$ cat config.mk
export PLATFORM = sky130hd
export DESIGN_NAME = fuzzy_incremental_pi_controller_unit
export DESIGN_NICKNAME = d
export VERILOG_FILES = /design/src/hw/rtl/fpi_pkg.sv /design/src/hw/rtl/fpi_divider.sv /design/src/hw/rtl/fpi_datapath.sv /design/src/hw/rtl/fpi_controller.sv /design/src/hw/rtl/fuzzy_incremental_pi_controller_unit.sv
export SDC_FILE = /design/constraint.sdc
export NUM_CORES = 2
export LEC_CHECK = 0
export ABC_AREA = 1
export BUFFER_PORTS_ARGS = -buffer_cell sky130_fd_sc_hd__buf_4
export CORE_MARGIN = 10
export CORE_UTILIZATION = 51
export DETAILED_ROUTE_END_ITERATION = 10
export PLACE_DENSITY = 0.7
export SLEW_MARGIN = 20
export SYNTH_ARGS = -nofsm -noshare
export SYNTH_HDL_FRONTEND = slang
export SYNTH_HIERARCHICAL = 1
export SYNTH_SLANG_ARGS = --single-unit
$ cat constraint.sdc
create_clock -name clock -period 13.7 [get_ports clock]
set_clock_uncertainty 0.1 [all_clocks]
set_input_delay 0.685 -clock clock [delete_from_list [all_inputs] [get_ports clock]]
set_output_delay 0.685 -clock clock [all_outputs]
set_load 0.02 [all_outputs]
$ cat src/hw/rtl/fpi_pkg.sv
package fpi_pkg;

   localparam int N_RULES       = 5;
   localparam int MIDDLE_RULE   = 2;
   localparam int PACKED_FIELDS = 5;
   localparam int FIELD_W       = 12;
   localparam int CFG_W         = 60;
   localparam int HEIGHTS_W     = 32;
   localparam int MU_W          = 16;
   localparam int DRIVE_W       = 16;
   localparam int IN_W          = 12;
   localparam int ERR_W         = 13;
   localparam int CHG_W         = 14;
   localparam int DIFF_W        = 15;
   localparam int DIST_W        = 14;
   localparam int FRAC_BITS     = 15;
   localparam int CSR_IDX_W     = 3;
   localparam int RULE_W        = $clog2(N_RULES);
   localparam int DEN_W         = MU_W + $clog2(N_RULES);
   localparam int PROD_W        = MU_W + 1 + FIELD_W;
   localparam int NUM_W         = PROD_W + $clog2(N_RULES);
   localparam int DIV_W         = NUM_W;
   localparam int CNT_W         = $clog2(DIV_W + 1);
   localparam int INC_W         = FIELD_W + 2;
   localparam int SUM_W         = DRIVE_W + 2;

   localparam logic [RULE_W-1:0] LAST_RULE = RULE_W'(N_RULES - 1);
   localparam logic [RULE_W-1:0] MID_RULE  = RULE_W'(MIDDLE_RULE);

   typedef enum logic [CSR_IDX_W-1:0] {
      CSR_ERROR_CENTERS  = 3'd0,
      CSR_ERROR_WIDTHS   = 3'd1,
      CSR_CHANGE_CENTERS = 3'd2,
      CSR_CHANGE_WIDTHS  = 3'd3,
      CSR_OUTPUT_CENTERS = 3'd4,
      CSR_PEAK_HEIGHTS   = 3'd5,
      CSR_DRIVE_MIN      = 3'd6,
      CSR_DRIVE_MAX      = 3'd7
   } csr_index_type;

   typedef enum logic [2:0] {
      ST_IDLE,
      ST_MEM,
      ST_MEM_WAIT,
      ST_ACC,
      ST_CENT,
      ST_CENT_WAIT,
      ST_FIN
   } state_type;

   typedef struct packed {
      logic              load;
      logic              mem_write;
      logic              div_mem;
      logic              mem_capture;
      logic              acc;
      logic              div_cent;
      logic              finish;
      logic              chg;
      logic [RULE_W-1:0] rule;
   } cmd_type;

   typedef struct packed {
      logic mem_direct;
      logic div_done;
      logic den_zero;
   } status_type;

   // packed 12-bit field i, zero beyond the packed sets
   function automatic logic [FIELD_W-1:0] field_get(input logic [CFG_W-1:0] r,
                                                    input logic [RULE_W-1:0] i);
      logic [FIELD_W-1:0] f;
      f = '0;
      for (int k = 0; k < PACKED_FIELDS; k++) begin
         if (32'(i) == k) begin
            f = r[k*FIELD_W +: FIELD_W];
         end
      end
      return f;
   endfunction

endpackage

$ cat src/hw/rtl/fpi_divider.sv
module fpi_divider import fpi_pkg::*; (
   input  logic             clock,
   input  logic             reset,
   input  logic             start,
   input  logic [DIV_W-1:0] dividend,
   input  logic [DEN_W-1:0] divisor,
   output logic             done,
   output logic [DIV_W-1:0] quotient
);

   logic [DIV_W-1:0] quo_ff, quo_in;
   logic [DEN_W-1:0] rem_ff, rem_in;
   logic [DEN_W-1:0] dvs_ff, dvs_in;
   logic [CNT_W-1:0] cnt_ff, cnt_in;
   logic             busy_ff, busy_in;
   logic             done_ff, done_in;
   logic [DEN_W:0]   shifted;
   logic [DEN_W:0]   diff;
   logic             ge;

   // restoring division, one quotient bit per cycle
   always_comb begin
      shifted = {rem_ff, quo_ff[DIV_W-1]};
      ge      = shifted >= {1'b0, dvs_ff};
      diff    = shifted - {1'b0, dvs_ff};
      quo_in  = quo_ff;
      rem_in  = rem_ff;
      dvs_in  = dvs_ff;
      cnt_in  = cnt_ff;
      busy_in = busy_ff;
      done_in = 1'b0;
      if (start) begin
         quo_in  = dividend;
         rem_in  = '0;
         dvs_in  = divisor;
         cnt_in  = CNT_W'(DIV_W);
         busy_in = 1'b1;
      end else if (busy_ff) begin
         rem_in = ge ? diff[DEN_W-1:0] : shifted[DEN_W-1:0];
         quo_in = {quo_ff[DIV_W-2:0], ge};
         cnt_in = cnt_ff - CNT_W'(1);
         if (cnt_ff == CNT_W'(1)) begin
            busy_in = 1'b0;
            done_in = 1'b1;
         end
      end
   end

   always_ff @(posedge clock) begin
      quo_ff <= quo_in;
      rem_ff <= rem_in;
      dvs_ff <= dvs_in;
      cnt_ff <= cnt_in;
      if (reset) begin
         busy_ff <= 1'b0;
         done_ff <= 1'b0;
      end else begin
         busy_ff <= busy_in;
         done_ff <= done_in;
      end
   end

   assign done     = done_ff;
   assign quotient = quo_ff;

endmodule

$ cat src/hw/rtl/fpi_datapath.sv
module fpi_datapath import fpi_pkg::*; (
   input  logic                 clock,
   input  logic                 reset,
   input  logic                 csr_write_enable,
   input  logic [CSR_IDX_W-1:0] csr_index,
   input  logic [CFG_W-1:0]     csr_write_data,
   input  logic [IN_W-1:0]      req_setpoint,
   input  logic [IN_W-1:0]      req_measured,
   input  cmd_type              cmd,
   output status_type           status,
   output logic [DRIVE_W-1:0]   rsp_drive,
   output logic                 rsp_no_rule_fired
);

   logic [CFG_W-1:0]     err_c_ff, err_w_ff, chg_c_ff, chg_w_ff, out_c_ff;
   logic [HEIGHTS_W-1:0] heights_ff;
   logic [DRIVE_W-1:0]   dmin_ff, dmax_ff;

   logic [ERR_W-1:0]     e_ff, prev_e_ff;
   logic [CHG_W-1:0]     de_ff;
   logic [DRIVE_W-1:0]   prev_drive_ff, drive_ff;
   logic                 none_ff;
   logic [MU_W-1:0]      mu_e_ff [N_RULES];
   logic [MU_W-1:0]      mu_de_ff [N_RULES];
   logic [NUM_W-1:0]     num_ff;
   logic [DEN_W-1:0]     den_ff;

   logic [ERR_W-1:0]     e_in;
   logic [FIELD_W-1:0]   c_sel, w_sel;
   logic [MU_W-1:0]      h_sel;
   logic [CHG_W-1:0]     x_sel;
   logic [DIFF_W-1:0]    diff;
   logic [DIFF_W-1:0]    diff_abs;
   logic [DIST_W-1:0]    abs_dist;
   logic                 w_zero, over;
   logic [MU_W-1:0]      direct_mu;
   logic [MU_W:0]        sub_mu;
   logic [MU_W-1:0]      cap_mu;

   logic [MU_W-1:0]      mu_e_r, mu_de_r, mu_e_mid, mu_de_mid, mu_out;
   logic [PROD_W-1:0]    prod;

   logic                 div_start, div_done;
   logic [DIV_W-1:0]     div_dividend, quotient;
   logic [DEN_W-1:0]     div_divisor;
   logic                 num_neg;
   logic [NUM_W-1:0]     num_abs;

   logic [INC_W-1:0]     q_s, inc, inc_a, lo, hi;
   logic [SUM_W-1:0]     sum, sum_a, sum_b, dmin_x, dmax_x;

   // configuration registers
   always_ff @(posedge clock) begin
      if (reset) begin
         err_c_ff   <= '0;
         err_w_ff   <= 60'h001001001001001;
         chg_c_ff   <= '0;
         chg_w_ff   <= 60'h001001001001001;
         out_c_ff   <= '0;
         heights_ff <= 32'h7FFF7FFF;
         dmin_ff    <= 16'h8000;
         dmax_ff    <= 16'h7FFF;
      end else if (csr_write_enable) begin
         case (csr_index_type'(csr_index))
            CSR_ERROR_CENTERS:  err_c_ff   <= csr_write_data;
            CSR_ERROR_WIDTHS:   err_w_ff   <= csr_write_data;
            CSR_CHANGE_CENTERS: chg_c_ff   <= csr_write_data;
            CSR_CHANGE_WIDTHS:  chg_w_ff   <= csr_write_data;
            CSR_OUTPUT_CENTERS: out_c_ff   <= csr_write_data;
            CSR_PEAK_HEIGHTS:   heights_ff <= csr_write_data[HEIGHTS_W-1:0];
            CSR_DRIVE_MIN:      dmin_ff    <= csr_write_data[DRIVE_W-1:0];
            CSR_DRIVE_MAX:      dmax_ff    <= csr_write_data[DRIVE_W-1:0];
            default: ;
         endcase
      end
   end

   assign e_in = ERR_W'($signed(req_setpoint)) - ERR_W'($signed(req_measured));

   // membership of the selected set
   always_comb begin
      c_sel    = cmd.chg ? field_get(chg_c_ff, cmd.rule) : field_get(err_c_ff, cmd.rule);
      w_sel    = cmd.chg ? field_get(chg_w_ff, cmd.rule) : field_get(err_w_ff, cmd.rule);
      h_sel    = cmd.chg ? heights_ff[2*MU_W-1:MU_W] : heights_ff[MU_W-1:0];
      x_sel    = cmd.chg ? de_ff : CHG_W'($signed(e_ff));
      diff     = DIFF_W'($signed(x_sel)) - DIFF_W'($signed(c_sel));
      diff_abs = diff[DIFF_W-1] ? (~diff + DIFF_W'(1)) : diff;
      abs_dist = diff_abs[DIST_W-1:0];
      w_zero   = (w_sel == '0);
      over     = abs_dist > DIST_W'(w_sel);
      direct_mu = (w_zero && abs_dist == '0) ? h_sel : '0;
      sub_mu   = {1'b0, h_sel} - quotient[MU_W:0];
      cap_mu   = sub_mu[MU_W] ? '0 : sub_mu[MU_W-1:0];
   end

   // rule combination for the rule under accumulation
   always_comb begin
      mu_e_r    = mu_e_ff[cmd.rule];
      mu_de_r   = mu_de_ff[cmd.rule];
      mu_e_mid  = mu_e_ff[MIDDLE_RULE];
      mu_de_mid = mu_de_ff[MIDDLE_RULE];
      mu_out    = '0;
      if (mu_e_r != '0 && mu_de_mid != '0) begin
         mu_out = (mu_e_r > mu_de_mid) ? mu_e_r : mu_de_mid;
      end
      if (mu_e_mid != '0 && mu_de_r != '0) begin
         mu_out = (mu_e_mid > mu_de_r) ? mu_e_mid : mu_de_r;
      end
      prod = PROD_W'($signed({1'b0, mu_out})) *
             PROD_W'($signed(field_get(out_c_ff, cmd.rule)));
   end

   // shared divider: membership slope or centroid
   always_comb begin
      num_neg   = num_ff[NUM_W-1];
      num_abs   = num_neg ? (~num_ff + NUM_W'(1)) : num_ff;
      div_start = cmd.div_mem | cmd.div_cent;
      if (cmd.div_cent) begin
         div_dividend = DIV_W'(num_abs);
         div_divisor  = den_ff;
      end else begin
         div_dividend = DIV_W'({abs_dist[FIELD_W-1:0], {FRAC_BITS{1'b0}}});
         div_divisor  = DEN_W'(w_sel);
      end
   end

   fpi_divider u_div (
      .clock    (clock),
      .reset    (reset),
      .start    (div_start),
      .dividend (div_dividend),
      .divisor  (div_divisor),
      .done     (div_done),
      .quotient (quotient)
   );

   // increment and drive clamps
   always_comb begin
      q_s    = {1'b0, quotient[INC_W-2:0]};
      inc    = num_neg ? (~q_s + INC_W'(1)) : q_s;
      hi     = INC_W'($signed(field_get(out_c_ff, LAST_RULE)));
      lo     = INC_W'($signed(field_get(out_c_ff, '0)));
      inc_a  = ($signed(inc) > $signed(hi)) ? hi : inc;
      inc_a  = ($signed(inc_a) <= $signed(lo)) ? lo : inc_a;
      sum    = SUM_W'($signed(prev_drive_ff));
      if (den_ff != '0) begin
         sum = SUM_W'($signed(prev_drive_ff)) + SUM_W'($signed(inc_a));
      end
      dmin_x = SUM_W'($signed(dmin_ff));
      dmax_x = SUM_W'($signed(dmax_ff));
      sum_a  = ($signed(sum) > $signed(dmax_x)) ? dmax_x : sum;
      sum_b  = ($signed(sum_a) <= $signed(dmin_x)) ? dmin_x : sum_a;
   end

   always_ff @(posedge clock) begin
      if (cmd.load) begin
         e_ff   <= e_in;
         de_ff  <= CHG_W'($signed(e_in)) - CHG_W'($signed(prev_e_ff));
         num_ff <= '0;
         den_ff <= '0;
      end
      if (cmd.mem_write || cmd.mem_capture) begin
         if (cmd.chg) begin
            mu_de_ff[cmd.rule] <= cmd.mem_write ? direct_mu : cap_mu;
         end else begin
            mu_e_ff[cmd.rule] <= cmd.mem_write ? direct_mu : cap_mu;
         end
      end
      if (cmd.acc) begin
         num_ff <= num_ff + NUM_W'($signed(prod));
         den_ff <= den_ff + DEN_W'(mu_out);
      end
      if (cmd.finish) begin
         drive_ff <= sum_b[DRIVE_W-1:0];
         none_ff  <= (den_ff == '0);
      end
   end

   // loop state
   always_ff @(posedge clock) begin
      if (reset) begin
         prev_e_ff     <= '0;
         prev_drive_ff <= '0;
      end else if (cmd.finish) begin
         prev_e_ff     <= e_ff;
         prev_drive_ff <= sum_b[DRIVE_W-1:0];
      end
   end

   assign status.mem_direct = w_zero | over;
   assign status.div_done   = div_done;
   assign status.den_zero   = (den_ff == '0);
   assign rsp_drive         = drive_ff;
   assign rsp_no_rule_fired = none_ff;

endmodule

$ cat src/hw/rtl/fpi_controller.sv
module fpi_controller import fpi_pkg::*; (
   input  logic       clock,
   input  logic       reset,
   input  logic       req_valid,
   output logic       req_ready,
   output logic       rsp_valid,
   input  logic       rsp_ready,
   input  status_type status,
   output cmd_type    cmd
);

   state_type         state_ff, state_in;
   logic [RULE_W-1:0] rule_ff, rule_in;
   logic              chg_ff, chg_in;
   logic              rsp_valid_ff, rsp_valid_in;
   logic              step;

   always_ff @(posedge clock) begin
      if (reset) begin
         state_ff     <= ST_IDLE;
         rule_ff      <= '0;
         chg_ff       <= 1'b0;
         rsp_valid_ff <= 1'b0;
      end else begin
         state_ff     <= state_in;
         rule_ff      <= rule_in;
         chg_ff       <= chg_in;
         rsp_valid_ff <= rsp_valid_in;
      end
   end

   always_comb begin
      state_in     = state_ff;
      rule_in      = rule_ff;
      chg_in       = chg_ff;
      rsp_valid_in = rsp_valid_ff & ~rsp_ready;
      cmd          = '0;
      cmd.rule     = rule_ff;
      cmd.chg      = chg_ff;
      step         = 1'b0;
      req_ready    = 1'b0;
      case (state_ff)
         ST_IDLE: begin
            req_ready = 1'b1;
            if (req_valid) begin
               cmd.load = 1'b1;
               rule_in  = '0;
               chg_in   = 1'b0;
               state_in = ST_MEM;
            end
         end
         ST_MEM: begin
            if (status.mem_direct) begin
               cmd.mem_write = 1'b1;
               step          = 1'b1;
            end else begin
               cmd.div_mem = 1'b1;
               state_in    = ST_MEM_WAIT;
            end
         end
         ST_MEM_WAIT: begin
            if (status.div_done) begin
               cmd.mem_capture = 1'b1;
               step            = 1'b1;
            end
         end
         ST_ACC: begin
            cmd.acc = 1'b1;
            if (rule_ff == LAST_RULE) begin
               state_in = ST_CENT;
            end else begin
               rule_in = rule_ff + RULE_W'(1);
            end
         end
         ST_CENT: begin
            if (status.den_zero) begin
               state_in = ST_FIN;
            end else begin
               cmd.div_cent = 1'b1;
               state_in     = ST_CENT_WAIT;
            end
         end
         ST_CENT_WAIT: begin
            if (status.div_done) begin
               state_in = ST_FIN;
            end
         end
         ST_FIN: begin
            // result register must be free
            if (!rsp_valid_ff || rsp_ready) begin
               cmd.finish   = 1'b1;
               rsp_valid_in = 1'b1;
               state_in     = ST_IDLE;
            end
         end
         default: state_in = ST_IDLE;
      endcase

      // error set then change set of each rule, then accumulate
      if (step) begin
         if (!chg_ff) begin
            chg_in   = 1'b1;
            state_in = ST_MEM;
         end else if (rule_ff == LAST_RULE) begin
            chg_in   = 1'b0;
            rule_in  = '0;
            state_in = ST_ACC;
         end else begin
            chg_in   = 1'b0;
            rule_in  = rule_ff + RULE_W'(1);
            state_in = ST_MEM;
         end
      end
   end

   assign rsp_valid = rsp_valid_ff;

endmodule

$ cat src/hw/rtl/fuzzy_incremental_pi_controller_unit.sv
// Fuzzy incremental PI controller. Each accepted word (setpoint, measured)
// yields one result word: the new drive, clamped to drive_min/drive_max, and
// no_rule_fired when no output rule had any membership (drive held). Items are
// processed one at a time; a single restoring divider sets the latency. After
// the accept cycle, each of the 2*N_RULES memberships is decided directly
// (zero width or outside the set) or needs a divide; then come one accumulate
// step per rule, the centroid step (with its divide, or without one when no
// rule fires) and one finish step.
// The result sits in an output register, so it may wait for rsp_ready while
// the next word is already being processed up to its finish step.
// Configuration writes are taken at any cycle but are meant for idle times.
module fuzzy_incremental_pi_controller_unit import fpi_pkg::*; (
   input  logic                 clock,
   input  logic                 reset,
   input  logic                 req_valid,
   output logic                 req_ready,
   input  logic [IN_W-1:0]      req_setpoint,
   input  logic [IN_W-1:0]      req_measured,
   output logic                 rsp_valid,
   input  logic                 rsp_ready,
   output logic [DRIVE_W-1:0]   rsp_drive,
   output logic                 rsp_no_rule_fired,
   input  logic                 csr_write_enable,
   input  logic [CSR_IDX_W-1:0] csr_index,
   input  logic [CFG_W-1:0]     csr_write_data
);

   cmd_type    cmd;
   status_type status;

   fpi_controller u_ctrl (
      .clock     (clock),
      .reset     (reset),
      .req_valid (req_valid),
      .req_ready (req_ready),
      .rsp_valid (rsp_valid),
      .rsp_ready (rsp_ready),
      .status    (status),
      .cmd       (cmd)
   );

   fpi_datapath u_dp (
      .clock             (clock),
      .reset             (reset),
      .csr_write_enable  (csr_write_enable),
      .csr_index         (csr_index),
      .csr_write_data    (csr_write_data),
      .req_setpoint      (req_setpoint),
      .req_measured      (req_measured),
      .cmd               (cmd),
      .status            (status),
      .rsp_drive         (rsp_drive),
      .rsp_no_rule_fired (rsp_no_rule_fired)
   );

endmodule

==> impl_metrics.sql <==
INSERT INTO impl_metrics (metric_group, metric, value, unit) VALUES
('status', 'status', 'finished clean', ''),
('job', 'timing.max_cap.violations', '0', ''),
('yosys', 'synth_top_family_by_area', 'simple AND/OR/NAND/NOR gates', ''),
('yosys', 'synth_compound_gate_area_share', '15.3', '%'),
('drt', 'vias_per_cell', '5.71', ''),
('drt', 'finalWirelength', '154', 'mm'),
('yosys', 'async_reset_ff_share', '0', '%'),
('final_layout', 'multiInputGateArea', '26500', 'µm²'),
('timing', 'timing_max_transition_violations_final', '0', ''),
('yosys', 'synth.yosys.warnings', '6', ''),
('place', 'dp.cells', '7552', ''),
('clock_network', 'clk_transition_reported_paths', '0.06', 'ns'),
('global_route', 'largest_net_degree_at_the_start_of_global_routing', '151', ''),
('place', 'dpl_ws', '2.13', 'ns'),
('clock_network', 'clock_sink_count', '734', ''),
('yosys', 'yosys_most_used_dff', 'sky130_fd_sc_hd__dfxtp_1', ''),
('clock_network', 'insertion_delay', '0.68', 'ns'),
('final_layout', 'area_delta_synth_final', '9.08', '%'),
('drt', 'drt-wirelength-per-cell', '20.0', 'µm'),
('clock_network', 'post_cts_setup_driven_buffer_insertion_count', '0', ''),
('clock_network', 'clock_path_buffers', '3', ''),
('timing', 'worst_slew_pin_slew', '1.07', 'ns'),
('global_route', 'grt_remaining_overflow', '0', ''),
('worst_setup_path', 'endpoint_kind', 'register', ''),
('final_layout', 'insertedDiodeCount', '0', ''),
('yosys', 'synth.yosys.seq_area_share', '36.6', '%'),
('worst_setup_path', 'critPathArrivalTime', '12.20', 'ns'),
('floorplan', 'die_area', '108000', 'µm²'),
('drt', 'drt_first_iter_violations', '4580', ''),
('floorplan', 'design.portCount', '111', ''),
('yosys', 'synth_edf_count', '306', ''),
('floorplan', 'core.rowCount', '113', ''),
('floorplan', 'die_h', '328', 'µm'),
('yosys', 'synthCells', '6382', ''),
('floorplan', 'core_area', '94600', 'µm²'),
('worst_setup_path', 'worst_path_most_repeated_cell', 'sky130_fd_sc_hd__nand2_1', ''),
('clock_network', 'cts_tree', 'done', ''),
('yosys', 'yosys.area_share.adder', '14.8', '%'),
('drt', 'dr.pass1.iters', '7', ''),
('clock_network', 'clk_root_buffer_cell', 'sky130_fd_sc_hd__clkbuf_16', ''),
('timing', 'setup_viol', '0', ''),
('place', 'place_hpwl', '112', 'mm'),
('worst_setup_path', 'required', '14.15', 'ns'),
('worst_setup_path', 'timing.critical_path.slowest_stage_cell', 'sky130_fd_sc_hd__o21ai_0', ''),
('worst_setup_path', 'path_delay_family', 'simple AND/OR/NAND/NOR gates', ''),
('final_layout', 'final-instance-count-excl-fill', '7705', ''),
('yosys', 'postSynthNetCount', '6959', ''),
('timing', 'slew_headroom', '28.5', '%'),
('timing', 'final.min_clock_period', '11.75', 'ns'),
('final_layout', 'area_taken_by_flip_flops_and_latches', '17800', 'µm²'),
('global_route', 'antenna_found_initial', '0', ''),
('yosys', 'share_of_cell_area_taken_by_muxes_after_synthesis', '0.0619', '%'),
('yosys', 'yosys.area_share.xor_xnor', '1.64', '%'),
('yosys', 'yosysTopAreaCell', 'sky130_fd_sc_hd__edfxtp_1', ''),
('timing', 'highest_clock_rate', '85.1', 'MHz'),
('clock_network', 'cts_htree_levels', '3', ''),
('timing', 'timing.final.crit_share', '85.7', '%'),
('place', 'placement.io_buffers', '110', ''),
('global_route', 'grt_use_total', '27.9', '%'),
('worst_setup_path', 'r2r_slack', '1.95', 'ns'),
('worst_setup_path', 'critical_path.max_fanout', '27', ''),
('yosys', 'synth_seq_cells', '734', ''),
('final_layout', 'drive_gt1_share', '7.07', '%'),
('yosys', 'synth_simple_gate_area_share', '22.8', '%'),
('drt', 'vias_after_detailed_routing', '44000', ''),
('global_route', 'grt_first_pass_wirelength', '239', 'mm'),
('clock_network', 'cts_inserted_buffers', '82', ''),
('final_layout', 'fillerInstances', '8856', ''),
('yosys', 'yosysUniqueCellTypes', '62', ''),
('clock_network', 'postCtsHoldBufs', '0', ''),
('worst_setup_path', 'startpoint_type', 'register', '');
==> worst register-to-register path: cells and delay by family, from the launching register on <==
kind,cells,cell delay (ns)
AND/OR/NAND/NOR,35,5.46
AO/OA/AOI/OAI,11,2.48
adder cells (fa/ha/maj),7,2.10
XOR/XNOR,2,0.39
buffers and inverters,8,0.73
flip-flops,1,0.40
==> flip-flops by register name, summed over array words and instances, names as in the netlist, 3 cells and up <==
signal               cells
u_dp/mu_de_ff           80
u_dp/mu_e_ff            80
u_dp/chg_c_ff           60
u_dp/chg_w_ff           60
u_dp/err_c_ff           60
u_dp/err_w_ff           60
u_dp/out_c_ff           60
u_dp/heights_ff         32
u_dp/num_ff             32
u_dp/u_div/quotient     32
u_dp/den_ff             19
u_dp/u_div/dvs_ff       19
u_dp/u_div/rem_ff       19
u_dp/dmax_ff            16
u_dp/dmin_ff            16
u_dp/prev_drive_ff      16
u_dp/rsp_drive          16
u_dp/de_ff              14
u_dp/e_ff               13
u_dp/prev_e_ff          13
u_dp/u_div/cnt_ff        6
u_ctrl/rule_ff           3
u_ctrl/state_ff          3
==> cells in the mapped netlist (20+ instances only) <==
master	number
sky130_fd_sc_hd__a21oi_1	440
sky130_fd_sc_hd__a221oi_1	33
sky130_fd_sc_hd__a22oi_1	61
sky130_fd_sc_hd__a31oi_1	40
sky130_fd_sc_hd__buf_2	36
sky130_fd_sc_hd__clkbuf_1	195
sky130_fd_sc_hd__dfxtp_1	428
sky130_fd_sc_hd__edfxtp_1	306
sky130_fd_sc_hd__fa_1	149
sky130_fd_sc_hd__ha_1	336
sky130_fd_sc_hd__inv_1	783
sky130_fd_sc_hd__inv_2	31
sky130_fd_sc_hd__nand2_1	1302
sky130_fd_sc_hd__nand2_2	23
sky130_fd_sc_hd__nand3_1	301
sky130_fd_sc_hd__nand3b_1	21
sky130_fd_sc_hd__nand4_1	47
sky130_fd_sc_hd__nor2_1	784
sky130_fd_sc_hd__nor2_2	21
sky130_fd_sc_hd__nor3_1	56
sky130_fd_sc_hd__nor4_1	20
sky130_fd_sc_hd__o21a_1	34
sky130_fd_sc_hd__o21ai_0	611
sky130_fd_sc_hd__o22ai_1	24
sky130_fd_sc_hd__or2_2	26
sky130_fd_sc_hd__xnor2_1	26
sky130_fd_sc_hd__xor2_1	65
==> kinds of logic (layout without fill, tap and decap cells) <==
group                    after synthesis  in the layout
AO/OA/AOI/OAI                       1340           1340
AND/OR/NAND/NOR                     2642           2642
flip-flops                           734            734
XOR/XNOR                              91             91
multiplexers                           3              3
adder cells (fa/ha/maj)              485            485
buffers and inverters               1087           1145
==> cell usage in the layout (no fill, tap or decap), drive strengths merged, types with 6 or more instances in the layout <==
cell,Yosys,routed
nand2,1331,1331
inv,814,821
nor2,810,810
o21ai,624,624
a21oi,443,443
dfxtp,428,428
ha,336,336
nand3,320,320
edfxtp,306,306
buf,72,173
fa,149,149
clkbuf,195,112
xor2,65,65
a22oi,61,61
nor3,58,58
nand4,47,47
a31oi,40,40
a221oi,35,35
o21a,34,34
clkinv,6,32
xnor2,26,26
or2,26,26
o22ai,24,24
nand3b,21,21
nor4,20,20
o211ai,19,19
o21bai,12,12
o221ai,10,10
o31ai,7,7
a211oi,7,7
clkinvlp,0,6
a21boi,6,6
==> layout make-up <==
cell class	count	share of cell area, %
Sequential cell	734	33.6
Inverter	820	5.83
Tap cell	1265	2.99
Clock inverter	40	0.641
Clock buffer	112	4.32
Timing Repair Buffer	173	2.48
Multi-Input combinational cell	4561	50.2
==> metal layers <==
layer / GRT usage, % / up-vias / part of all wire, %
li1: - / 21100 / -
met1: 38.0 / 20700 / 43
met2: 43.5 / 1928 / 44
met3: 4.37 / 308 / 8.8
met4: 12.6 / 0 / 4.7
met5: 0 / - / 0
==> path summary, 6_finish.rpt <==
kind | end | start | depth (start not counted)
max | u_dp/prev_drive_ff[15]$_SDFFE_PP0P_ | u_dp/u_div/quotient[1]$_DFFE_PP_ | 63
min reg2reg | u_dp/out_c_ff[45]$_SDFFE_PP0P_ | u_dp/out_c_ff[45]$_SDFFE_PP0P_ | 2
min | u_dp/chg_w_ff[52]$_SDFFE_PP0P_ | csr_write_data[52] | 3
max reg2reg | u_dp/prev_drive_ff[15]$_SDFFE_PP0P_ | u_dp/u_div/quotient[1]$_DFFE_PP_ | 63
==> through the flow <==
step | area, µm² | utilization [%] | hold WS, ns
2_1_floorplan | 48500 | - | 0.321
3_3_place_gp | 50200 | 53.1 | 0.330
3_5_place_dp | 50200 | 53.1 | 0.335
4_1_cts | 52900 | 55.9 | 0.184
5_1_grt | 52900 | 55.9 | 0.226
6_report | 52900 | 55.9 | 0.212
Power is not shown: default switching activity piles up to over one toggle a cycle in this logic, so the estimate is an artifact.
